`src/rtl/core/chs_pkg.sv`:
```
// ----------------------------------------------------------------------------
// chs_pkg: compass heading smoother shared definitions
// Types, constants and the arctangent table used by the core and its CORDIC.
// ----------------------------------------------------------------------------
package chs_pkg;

  localparam int CHS_CORDIC_STEPS    = 16;
  localparam int CHS_ANGLE_FRAC_BITS = 8;

  localparam int TAB_LEN  = 24;
  localparam int XY_W     = 24;
  localparam int DIFF_W   = 14;
  localparam int ANG_W    = 18;
  localparam int HEAD_W   = 17;
  localparam int DEG_W    = 9;
  localparam int CFG_W    = 17;
  localparam int SAMPLE_W = 13;

  localparam logic [HEAD_W-1:0] FULL_TURN = HEAD_W'(92160);
  localparam logic [DEG_W-1:0]  DEADBAND  = DEG_W'(3);

  localparam logic [1:0] REG_DECLINATION = 2'd0;
  localparam logic [1:0] REG_OFFSET_X    = 2'd1;
  localparam logic [1:0] REG_OFFSET_Y    = 2'd2;

  typedef enum logic [2:0] {
    S_IDLE,
    S_ROT,
    S_WRAP,
    S_MAP,
    S_EMIT
  } chs_state_t;

  typedef struct packed {
    logic                     start;
    logic signed [DIFF_W-1:0] x;
    logic signed [DIFF_W-1:0] y;
  } chs_cordic_req_t;

  typedef struct packed {
    logic                    done;
    logic signed [ANG_W-1:0] angle;
  } chs_cordic_stat_t;

  // arctan(2^-i) in 1/65536 degree
  function automatic logic [21:0] atan_raw(input logic [4:0] idx);
    logic [21:0] v;
    case (idx)
      5'd0:    v = 22'd2949120;
      5'd1:    v = 22'd1740967;
      5'd2:    v = 22'd919879;
      5'd3:    v = 22'd466945;
      5'd4:    v = 22'd234379;
      5'd5:    v = 22'd117304;
      5'd6:    v = 22'd58666;
      5'd7:    v = 22'd29335;
      5'd8:    v = 22'd14668;
      5'd9:    v = 22'd7334;
      5'd10:   v = 22'd3667;
      5'd11:   v = 22'd1833;
      5'd12:   v = 22'd917;
      5'd13:   v = 22'd458;
      5'd14:   v = 22'd229;
      5'd15:   v = 22'd115;
      5'd16:   v = 22'd57;
      5'd17:   v = 22'd29;
      5'd18:   v = 22'd14;
      5'd19:   v = 22'd7;
      5'd20:   v = 22'd4;
      5'd21:   v = 22'd2;
      5'd22:   v = 22'd1;
      default: v = 22'd0;
    endcase
    return v;
  endfunction

endpackage

```
`src/rtl/core/chs_cordic.sv`:
```
// ----------------------------------------------------------------------------
// chs_cordic: iterative vectoring CORDIC
// One shared micro-rotation unit, one step per cycle; returns atan2 in
// 1/256 degree.
// ----------------------------------------------------------------------------
module chs_cordic
  import chs_pkg::*;
#(
  parameter int STEPS = CHS_CORDIC_STEPS,
  parameter int FRAC  = CHS_ANGLE_FRAC_BITS
) (
  input  logic             clk,
  input  logic             rst_n,
  input  chs_cordic_req_t  req,
  output chs_cordic_stat_t stat
);

  localparam int NSTEP = (STEPS > TAB_LEN) ? TAB_LEN : STEPS;
  localparam int ZW    = FRAC + 11;
  localparam int CW    = ZW + 9;
  localparam int SH    = 16 - FRAC;
  localparam int SHR   = (FRAC > 8) ? FRAC - 8 : 0;
  localparam int SHL   = (FRAC > 8) ? 0 : 8 - FRAC;
  localparam int RND   = (FRAC > 8) ? (1 << SHR) / 2 : 0;
  localparam logic [4:0]           LAST = 5'(NSTEP - 1);
  localparam logic signed [ZW-1:0] Z180 = ZW'(180 * (1 << FRAC));
  localparam logic [22:0]          TRND = 23'(1 << (SH - 1));

  logic signed [XY_W-1:0] x_r, x_nxt, y_r, y_nxt;
  logic signed [ZW-1:0]   z_r, z_nxt;
  logic [4:0]             i_r, i_nxt;
  logic                   busy_r, busy_nxt, done_r, done_nxt, zero_r, zero_nxt;

  logic signed [21:0]     xl22, yl22;
  logic signed [XY_W-1:0] xl, yl, xs, ys;
  logic [22:0]            tab_sum;
  logic signed [ZW-1:0]   ent;
  logic signed [CW-1:0]   z_ext, z_conv;

  assign xl22    = {req.x, 8'h00};
  assign yl22    = {req.y, 8'h00};
  assign xl      = {{(XY_W-22){xl22[21]}}, xl22};
  assign yl      = {{(XY_W-22){yl22[21]}}, yl22};
  assign xs      = x_r >>> i_r;
  assign ys      = y_r >>> i_r;
  assign tab_sum = ({1'b0, atan_raw(i_r)} + TRND) >> SH;
  assign ent     = tab_sum[ZW-1:0];

  always_comb begin
    x_nxt    = x_r;
    y_nxt    = y_r;
    z_nxt    = z_r;
    i_nxt    = i_r;
    busy_nxt = busy_r;
    done_nxt = 1'b0;
    zero_nxt = zero_r;
    if (req.start) begin
      zero_nxt = (req.x == '0) && (req.y == '0);
      busy_nxt = 1'b1;
      i_nxt    = '0;
      if (req.x < 0) begin
        x_nxt = -xl;
        y_nxt = -yl;
        z_nxt = Z180;
      end else begin
        x_nxt = xl;
        y_nxt = yl;
        z_nxt = '0;
      end
    end else if (busy_r) begin
      if (y_r >= 0) begin
        x_nxt = x_r + ys;
        y_nxt = y_r - xs;
        z_nxt = z_r + ent;
      end else begin
        x_nxt = x_r - ys;
        y_nxt = y_r + xs;
        z_nxt = z_r - ent;
      end
      i_nxt = i_r + 5'd1;
      if (i_r == LAST) begin
        busy_nxt = 1'b0;
        done_nxt = 1'b1;
      end
    end
  end

  always_ff @(posedge clk) begin
    if (!rst_n) begin
      busy_r <= 1'b0;
      done_r <= 1'b0;
      i_r    <= '0;
    end else begin
      busy_r <= busy_nxt;
      done_r <= done_nxt;
      i_r    <= i_nxt;
    end
    x_r    <= x_nxt;
    y_r    <= y_nxt;
    z_r    <= z_nxt;
    zero_r <= zero_nxt;
  end

  assign z_ext  = {{9{z_r[ZW-1]}}, z_r};
  assign z_conv = ((z_ext + CW'(RND)) >>> SHR) <<< SHL;

  assign stat.done  = done_r;
  assign stat.angle = zero_r ? '0 : z_conv[ANG_W-1:0];

endmodule

```
`src/rtl/core/compass_heading_smoother_core.sv`:
```
// ----------------------------------------------------------------------------
// compass_heading_smoother_core: magnetometer compass heading with deadband
// Offset removal, CORDIC atan2, declination and wrap, two-segment degree
// correction and a +/-3 degree deadband on the whole-degree output.
// ----------------------------------------------------------------------------
// One word is processed at a time: in_ready is high only while the core is
// idle, and the next word can be accepted only once the current one has
// gone through every step below (CORDIC steps capped at 24). The pace is
// set by the single micro-rotation unit: the offset-corrected operands are
// loaded, the unit then does one CORDIC step per cycle, and declination
// add, wrap, correction map and output load follow, each in its own
// register. A finished result waits in the output register, so the next
// word is accepted while it is still unread; a result that finds that
// register still full holds the core until out_ready frees it.
// ----------------------------------------------------------------------------
module compass_heading_smoother_core
  import chs_pkg::*;
#(
  parameter int CORDIC_STEPS    = CHS_CORDIC_STEPS,
  parameter int ANGLE_FRAC_BITS = CHS_ANGLE_FRAC_BITS
) (
  input  logic                       clk,
  input  logic                       rst_n,
  input  logic                       cfg_we,
  input  logic [1:0]                 cfg_index,
  input  logic [CFG_W-1:0]           cfg_wdata,
  input  logic                       in_valid,
  output logic                       in_ready,
  input  logic signed [SAMPLE_W-1:0] in_mag_x,
  input  logic signed [SAMPLE_W-1:0] in_mag_y,
  output logic                       out_valid,
  input  logic                       out_ready,
  output logic [HEAD_W-1:0]          out_heading_raw,
  output logic [DEG_W-1:0]           out_heading_smoothed
);

  localparam logic [23:0] MAP_K = 24'((179 * (64'd1 << 24) + 238) / 239);

  chs_state_t state_r, state_nxt;

  logic signed [CFG_W-1:0]    decl_r;
  logic signed [SAMPLE_W-1:0] offx_r, offy_r;
  logic signed [HEAD_W+1:0]   hsum_r;
  logic [HEAD_W-1:0]          h_r;
  logic [DEG_W-1:0]           corr_r, last_r;
  logic                       out_valid_r;
  logic [HEAD_W-1:0]          out_raw_r;
  logic [DEG_W-1:0]           out_sm_r;

  logic                       accept, hsum_we, h_we, corr_we, out_load;
  chs_cordic_req_t            creq;
  chs_cordic_stat_t           cstat;
  logic signed [HEAD_W+1:0]   hsum_calc, hwrap;
  logic [DEG_W-1:0]           deg, corr_calc, seg_hi, smooth;
  logic [6:0]                 seg_t;
  logic [32:0]                prod;
  logic [DEG_W:0]             c10, p10;

  assign accept   = in_valid && in_ready;
  assign creq.start = accept;
  assign creq.x   = DIFF_W'(in_mag_x) - DIFF_W'(offx_r);
  assign creq.y   = DIFF_W'(in_mag_y) - DIFF_W'(offy_r);

  chs_cordic #(
    .STEPS (CORDIC_STEPS),
    .FRAC  (ANGLE_FRAC_BITS)
  ) u_cordic (
    .clk   (clk),
    .rst_n (rst_n),
    .req   (creq),
    .stat  (cstat)
  );

  always_comb begin
    state_nxt = state_r;
    case (state_r)
      S_IDLE:  if (in_valid) state_nxt = S_ROT;
      S_ROT:   if (cstat.done) state_nxt = S_WRAP;
      S_WRAP:  state_nxt = S_MAP;
      S_MAP:   state_nxt = S_EMIT;
      S_EMIT:  if (!out_valid_r || out_ready) state_nxt = S_IDLE;
      default: state_nxt = S_IDLE;
    endcase
  end

  always_comb begin
    in_ready = 1'b0;
    hsum_we  = 1'b0;
    h_we     = 1'b0;
    corr_we  = 1'b0;
    out_load = 1'b0;
    case (state_r)
      S_IDLE:  in_ready = 1'b1;
      S_ROT:   hsum_we  = cstat.done;
      S_WRAP:  h_we     = 1'b1;
      S_MAP:   corr_we  = 1'b1;
      S_EMIT:  out_load = !out_valid_r || out_ready;
      default: in_ready = 1'b0;
    endcase
  end

  assign hsum_calc = (HEAD_W+2)'(cstat.angle) + (HEAD_W+2)'(decl_r);

  always_comb begin
    if (hsum_r < 0) begin
      hwrap = hsum_r + $signed({2'b00, FULL_TURN});
    end else if (hsum_r > $signed({2'b00, FULL_TURN})) begin
      hwrap = hsum_r - $signed({2'b00, FULL_TURN});
    end else begin
      hwrap = hsum_r;
    end
  end

  assign deg    = h_r[HEAD_W-1:8];
  assign prod   = deg * MAP_K;
  assign seg_t  = 7'(deg - DEG_W'(240));
  assign seg_hi = DEG_W'(seg_t) + DEG_W'(seg_t >> 1) + DEG_W'(180);

  always_comb begin
    if (deg == '0) begin
      corr_calc = '0;
    end else if (deg < DEG_W'(240)) begin
      corr_calc = prod[32:24];
    end else begin
      corr_calc = seg_hi;
    end
  end

  assign c10    = {1'b0, corr_r};
  assign p10    = {1'b0, last_r};
  assign smooth = ((c10 < p10 + {1'b0, DEADBAND}) && (c10 + {1'b0, DEADBAND} > p10)) ?
                  last_r : corr_r;

  always_ff @(posedge clk) begin
    if (!rst_n) begin
      state_r     <= S_IDLE;
      decl_r      <= CFG_W'(1135);
      offx_r      <= '0;
      offy_r      <= '0;
      last_r      <= '0;
      out_valid_r <= 1'b0;
    end else begin
      state_r <= state_nxt;
      if (cfg_we) begin
        case (cfg_index)
          REG_DECLINATION: decl_r <= cfg_wdata;
          REG_OFFSET_X:    offx_r <= cfg_wdata[SAMPLE_W-1:0];
          REG_OFFSET_Y:    offy_r <= cfg_wdata[SAMPLE_W-1:0];
          default:         decl_r <= decl_r;
        endcase
      end
      if (out_load) begin
        last_r      <= smooth;
        out_valid_r <= 1'b1;
      end else if (out_ready) begin
        out_valid_r <= 1'b0;
      end
    end
    if (hsum_we) hsum_r <= hsum_calc;
    if (h_we) h_r <= hwrap[HEAD_W-1:0];
    if (corr_we) corr_r <= corr_calc;
    if (out_load) begin
      out_raw_r <= h_r;
      out_sm_r  <= smooth;
    end
  end

  assign out_valid            = out_valid_r;
  assign out_heading_raw      = out_raw_r;
  assign out_heading_smoothed = out_sm_r;

`ifndef ASSERT_OFF
  a_raw_range: assert property (@(posedge clk) disable iff (!rst_n)
    out_valid |-> out_heading_raw <= FULL_TURN)
    else $error("heading_raw beyond full turn");

  a_sm_range: assert property (@(posedge clk) disable iff (!rst_n)
    out_valid |-> out_heading_smoothed <= DEG_W'(360))
    else $error("heading_smoothed beyond 360");

  a_busy_after_accept: assert property (@(posedge clk) disable iff (!rst_n)
    accept |=> !in_ready)
    else $error("ready right after accepting a word");

  a_done_in_rot: assert property (@(posedge clk) disable iff (!rst_n)
    cstat.done |-> state_r == S_ROT)
    else $error("CORDIC finished outside rotation phase");
`endif

endmodule

```
`config.mk`:
```
export PLATFORM = sky130hd
export DESIGN_NAME = compass_heading_smoother_core
export DESIGN_NICKNAME = d
export VERILOG_FILES = /design/src/rtl/core/chs_pkg.sv /design/src/rtl/core/chs_cordic.sv /design/src/rtl/core/compass_heading_smoother_core.sv
export SDC_FILE = /design/constraint.sdc
export NUM_CORES = 1
export LEC_CHECK = 0
export ABC_AREA = 1
export BUFFER_PORTS_ARGS = -buffer_cell sky130_fd_sc_hd__buf_2
export CAP_MARGIN = 20
export CORE_ASPECT_RATIO = 1.4
export CORE_MARGIN = 3
export CORE_UTILIZATION = 53
export CTS_CLUSTER_DIAMETER = 80
export DETAILED_ROUTE_END_ITERATION = 12
export GPL_ROUTABILITY_DRIVEN = 0
export PLACE_DENSITY = 0.72
export SYNTH_ARGS = -nofsm -noshare
export SYNTH_HDL_FRONTEND = slang
export SYNTH_SLANG_ARGS = --single-unit
```
`constraint.sdc`:
```
create_clock -name clk -period 7 [get_ports clk]
set_clock_uncertainty 0.05 [all_clocks]
set_input_delay 1.75 -clock clk [delete_from_list [all_inputs] [get_ports clk]]
set_output_delay 1.75 -clock clk [all_outputs]
set_load 0.01 [all_outputs]
```
==> results.cfg <==
[sta]
final_max_slew_viol_count = 0
fin_crit_ns = 5.17
rsz0062_at_grt = false
fmax_mhz = 193
worst_pin_slew_ns = 0.858
slew_headroom = 0.427
period_share = 0.739
hold_violations = 0
setup_tns_ns = 0
finalSetupViolCount = 0

[setup_path]
start_kind = register
max_stage_delay_ns = 0.78
setup.worst_path.start = h_r[14]
rrSetupSlack_ns = 1.83
cp.arrival_ns = 5.41
slowest_stage = fa_1
required_ns = 7.24
crit_family = adder cells
regToRegEndpoint = corr_r[8]
worstPathMaxFanout = 8
setup.worst_path.end_class = register
reg2reg_from = h_r[14]
crit_chain = fa_1 > inv_1 > fa_1 > inv_1 > fa_1 > inv_1 > fa_1 > inv_1 > ha_1 > nand2_1 > nor2_1 > a21oi_1 > nand2_1 > a21o_1 > nand2_1 > nand3_1 > o21ai_0 > a21oi_1
path_class = reg -> reg
path_buf_inv = 4
crit_cells = 18
r2r_cells = 18

[grt]
grt_pass1_vias = 21200
overflow = 0
grt_max_degree = 55
grt_first_pass_wirelength_um = 105000
grt_use_total = 0.278
antenna_found_initial = 1

[yosys]
netlist_area_um2 = 22800
syn-num-nets = 3588
syn_inst = 3234
synth_most_common_cell = nand2_1
async_reset_ff_frac = 0
ys_ff_latch = 216
ys_top_cells_by_count = nand2_1, inv_1, a21oi_1, nand3_1, nor2_1
yosysUniqueCellTypes = 56
yosys.area.top_type = edfxtp_1
ys_seq_area_frac = 0.250
synth_edf_count = 138
yosysTopAreaCellShare = 0.181
ys.flop_type = edfxtp_1
synth-warning-count = 0
ys_top_cells_by_area = edfxtp_1, nand2_1, ha_1, inv_1, fa_1
avgSynthCellArea_um2 = 7.06

[power]
p_leak_uw = 0.0120
power.switching_uw = 6680
p_int_uw = 5840
p_seq_frac = 0.174
clkPwrFrac = 0.104
vdd_drop_max_uv = 293
power_switching_share = 0.533
powerDensity_nw_per_um2 = 510
p_comb_frac = 0.722

[clocking]
cts_made_buffers = 24
root_buffer = clkbuf_16
clkTransAtPathRegs_ns = 0.06
postCtsSetupBuffers = 0
cts_max_level = 1
ctsResizeCount = 0
hold_buffers = 0
clock_latency_ns = 0.56
ctsLongestPathBuffers = 3
cts_sinks = 216
cts_tree = yes

[routing]
via_per_inst = 5.72
wire_per_inst_um = 17.1
drt-pass1-iter-count = 6
wl_um = 65700
ant_nets = 0
drcViolationCount = 0
vias = 22000
drtIter0Drc = 1656

[job]
maxCapViolations = 0

[floorplanning]
fp.dieH_um = 252
die_w_um = 181
placementRows = 89
boundaryPins = 78
start_util = 0.540
die_area_um2 = 45700
core_area_um2 = 42300

[final_layout]
final_layout_size_suffix_gt1_frac = 0.0616
design_area_um2 = 24500
nets = 3630
area_growth_pct = 7.39
fin_cells = 3841
fillerInstances = 3962

[min_path]
hold_class = reg -> reg
holdPathStages = 0
holdPathEnd = out_heading_raw[0]
min_from = h_r[0]

[placed_design]
io_buffers = 77
placed_area_um2 = 23700
dp_cells = 3795
dp_hpwl_um = 52900

[run_status]
outcome = finished clean
==> layout make-up <==
type                            count  area (um^2)  share of cell area
Clock inverter                     14          160             0.00653
Clock buffer                       30          654              0.0267
Timing Repair Buffer               96          548              0.0223
Tap cell                          546          683              0.0278
Multi-Input combinational cell   2450        14900               0.609
Sequential cell                   216         5710               0.233
Antenna cell                        1         2.50            0.000102
Inverter                          488         1830              0.0748
==> flip-flops by register name, summed over array words and instances (netlist names), named ones only <==
register,cells
u_cordic.x_r,24
u_cordic.y_r,24
hsum_r,19
u_cordic.z_r,18
decl_r,17
h_r,17
out_heading_raw,17
offx_r,13
offy_r,13
corr_r,9
last_r,9
out_heading_smoothed,9
u_cordic.i_r,5
state_r,3
out_valid,1
u_cordic.busy_r,1
u_cordic.done_r,1
u_cordic.zero_r,1
==> layer usage <==
layer | track usage | vias to the layer above | part of all wire
li1 | - | 10700 | -
met3 | 0.0257 | 220 | 0.047
met4 | 0.155 | 0 | 0.064
met5 | 0 | - | 0
met2 | 0.510 | 784 | 0.50
met1 | 0.317 | 10200 | 0.39
==> power by group through the flow <==
| stage | Clock (uW) | Sequential [uW] | Combinational [uW] |
|---|---|---|---|
| after floorplan | 0 | 2040 | 6820 |
| after global placement | 0 | 2190 | 8630 |
| after detailed placement | 0 | 2190 | 8850 |
| after CTS | 1320 | 2170 | 8900 |
| after global routing | 1370 | 2190 | 10200 |
| final | 1300 | 2180 | 9040 |
==> layout by cell type, fill, tap and decap left out, drive strengths merged, types with 96 or more instances in the layout <==
| cell | n |
|---|---|
| inv | 478 |
| xor2 | 108 |
| ha | 217 |
| buf | 96 |
| o21ai | 210 |
| nor2 | 265 |
| edfxtp | 138 |
| nand3 | 255 |
| nand2 | 779 |
| a21oi | 258 |
==> stage by stage <==
step                       util  setup WS (ns)  total power (uW)  hold WS (ns)
final                     0.580           1.83             12500         0.366
after global routing      0.580           1.39             13800         0.377
after CTS                 0.579           1.83             12400         0.366
after detailed placement  0.560           1.86             11000         0.355
after global placement    0.560           1.96             10800         0.354
after floorplan               -           2.32              8870         0.350
==> worst max path at each step <==
| stage | end | slack (ns) |
|---|---|---|
| 2_1_floorplan | corr_r[7] | 2.32 |
| 3_3_place_gp | corr_r[8] | 1.96 |
| 3_5_place_dp | corr_r[0] | 1.86 |
| 4_1_cts | corr_r[0] | 1.83 |
| 5_1_grt | u_cordic.x_r[20] | 1.39 |
| 6_report | corr_r[8] | 1.83 |
==> worst register-to-register path, stage by stage (launching register included) <==
cell	delay, ns
edfxtp_1	0.54
fa_1	0.79
inv_1	0.17
fa_1	0.67
inv_1	0.10
fa_1	0.53
inv_1	0.06
fa_1	0.53
inv_1	0.04
ha_1	0.34
nand2_1	0.10
nor2_1	0.06
a21oi_1	0.15
nand2_1	0.09
a21o_1	0.21
nand2_1	0.07
nand3_1	0.09
o21ai_0	0.22
a21oi_1	0.11
==> kinds of logic after synthesis <==
| group | synth area share |
|---|---|
| adder cells (fa/ha/maj) | 0.195 |
| buffers and inverters | 0.0969 |
| flip-flops | 0.250 |
| AND/OR/NAND/NOR | 0.268 |
| multiplexers | 0.000438 |
| XOR/XNOR | 0.0521 |
| AO/OA/AOI/OAI | 0.138 |
No activity file was read; power rests on OpenSTA's default activity.
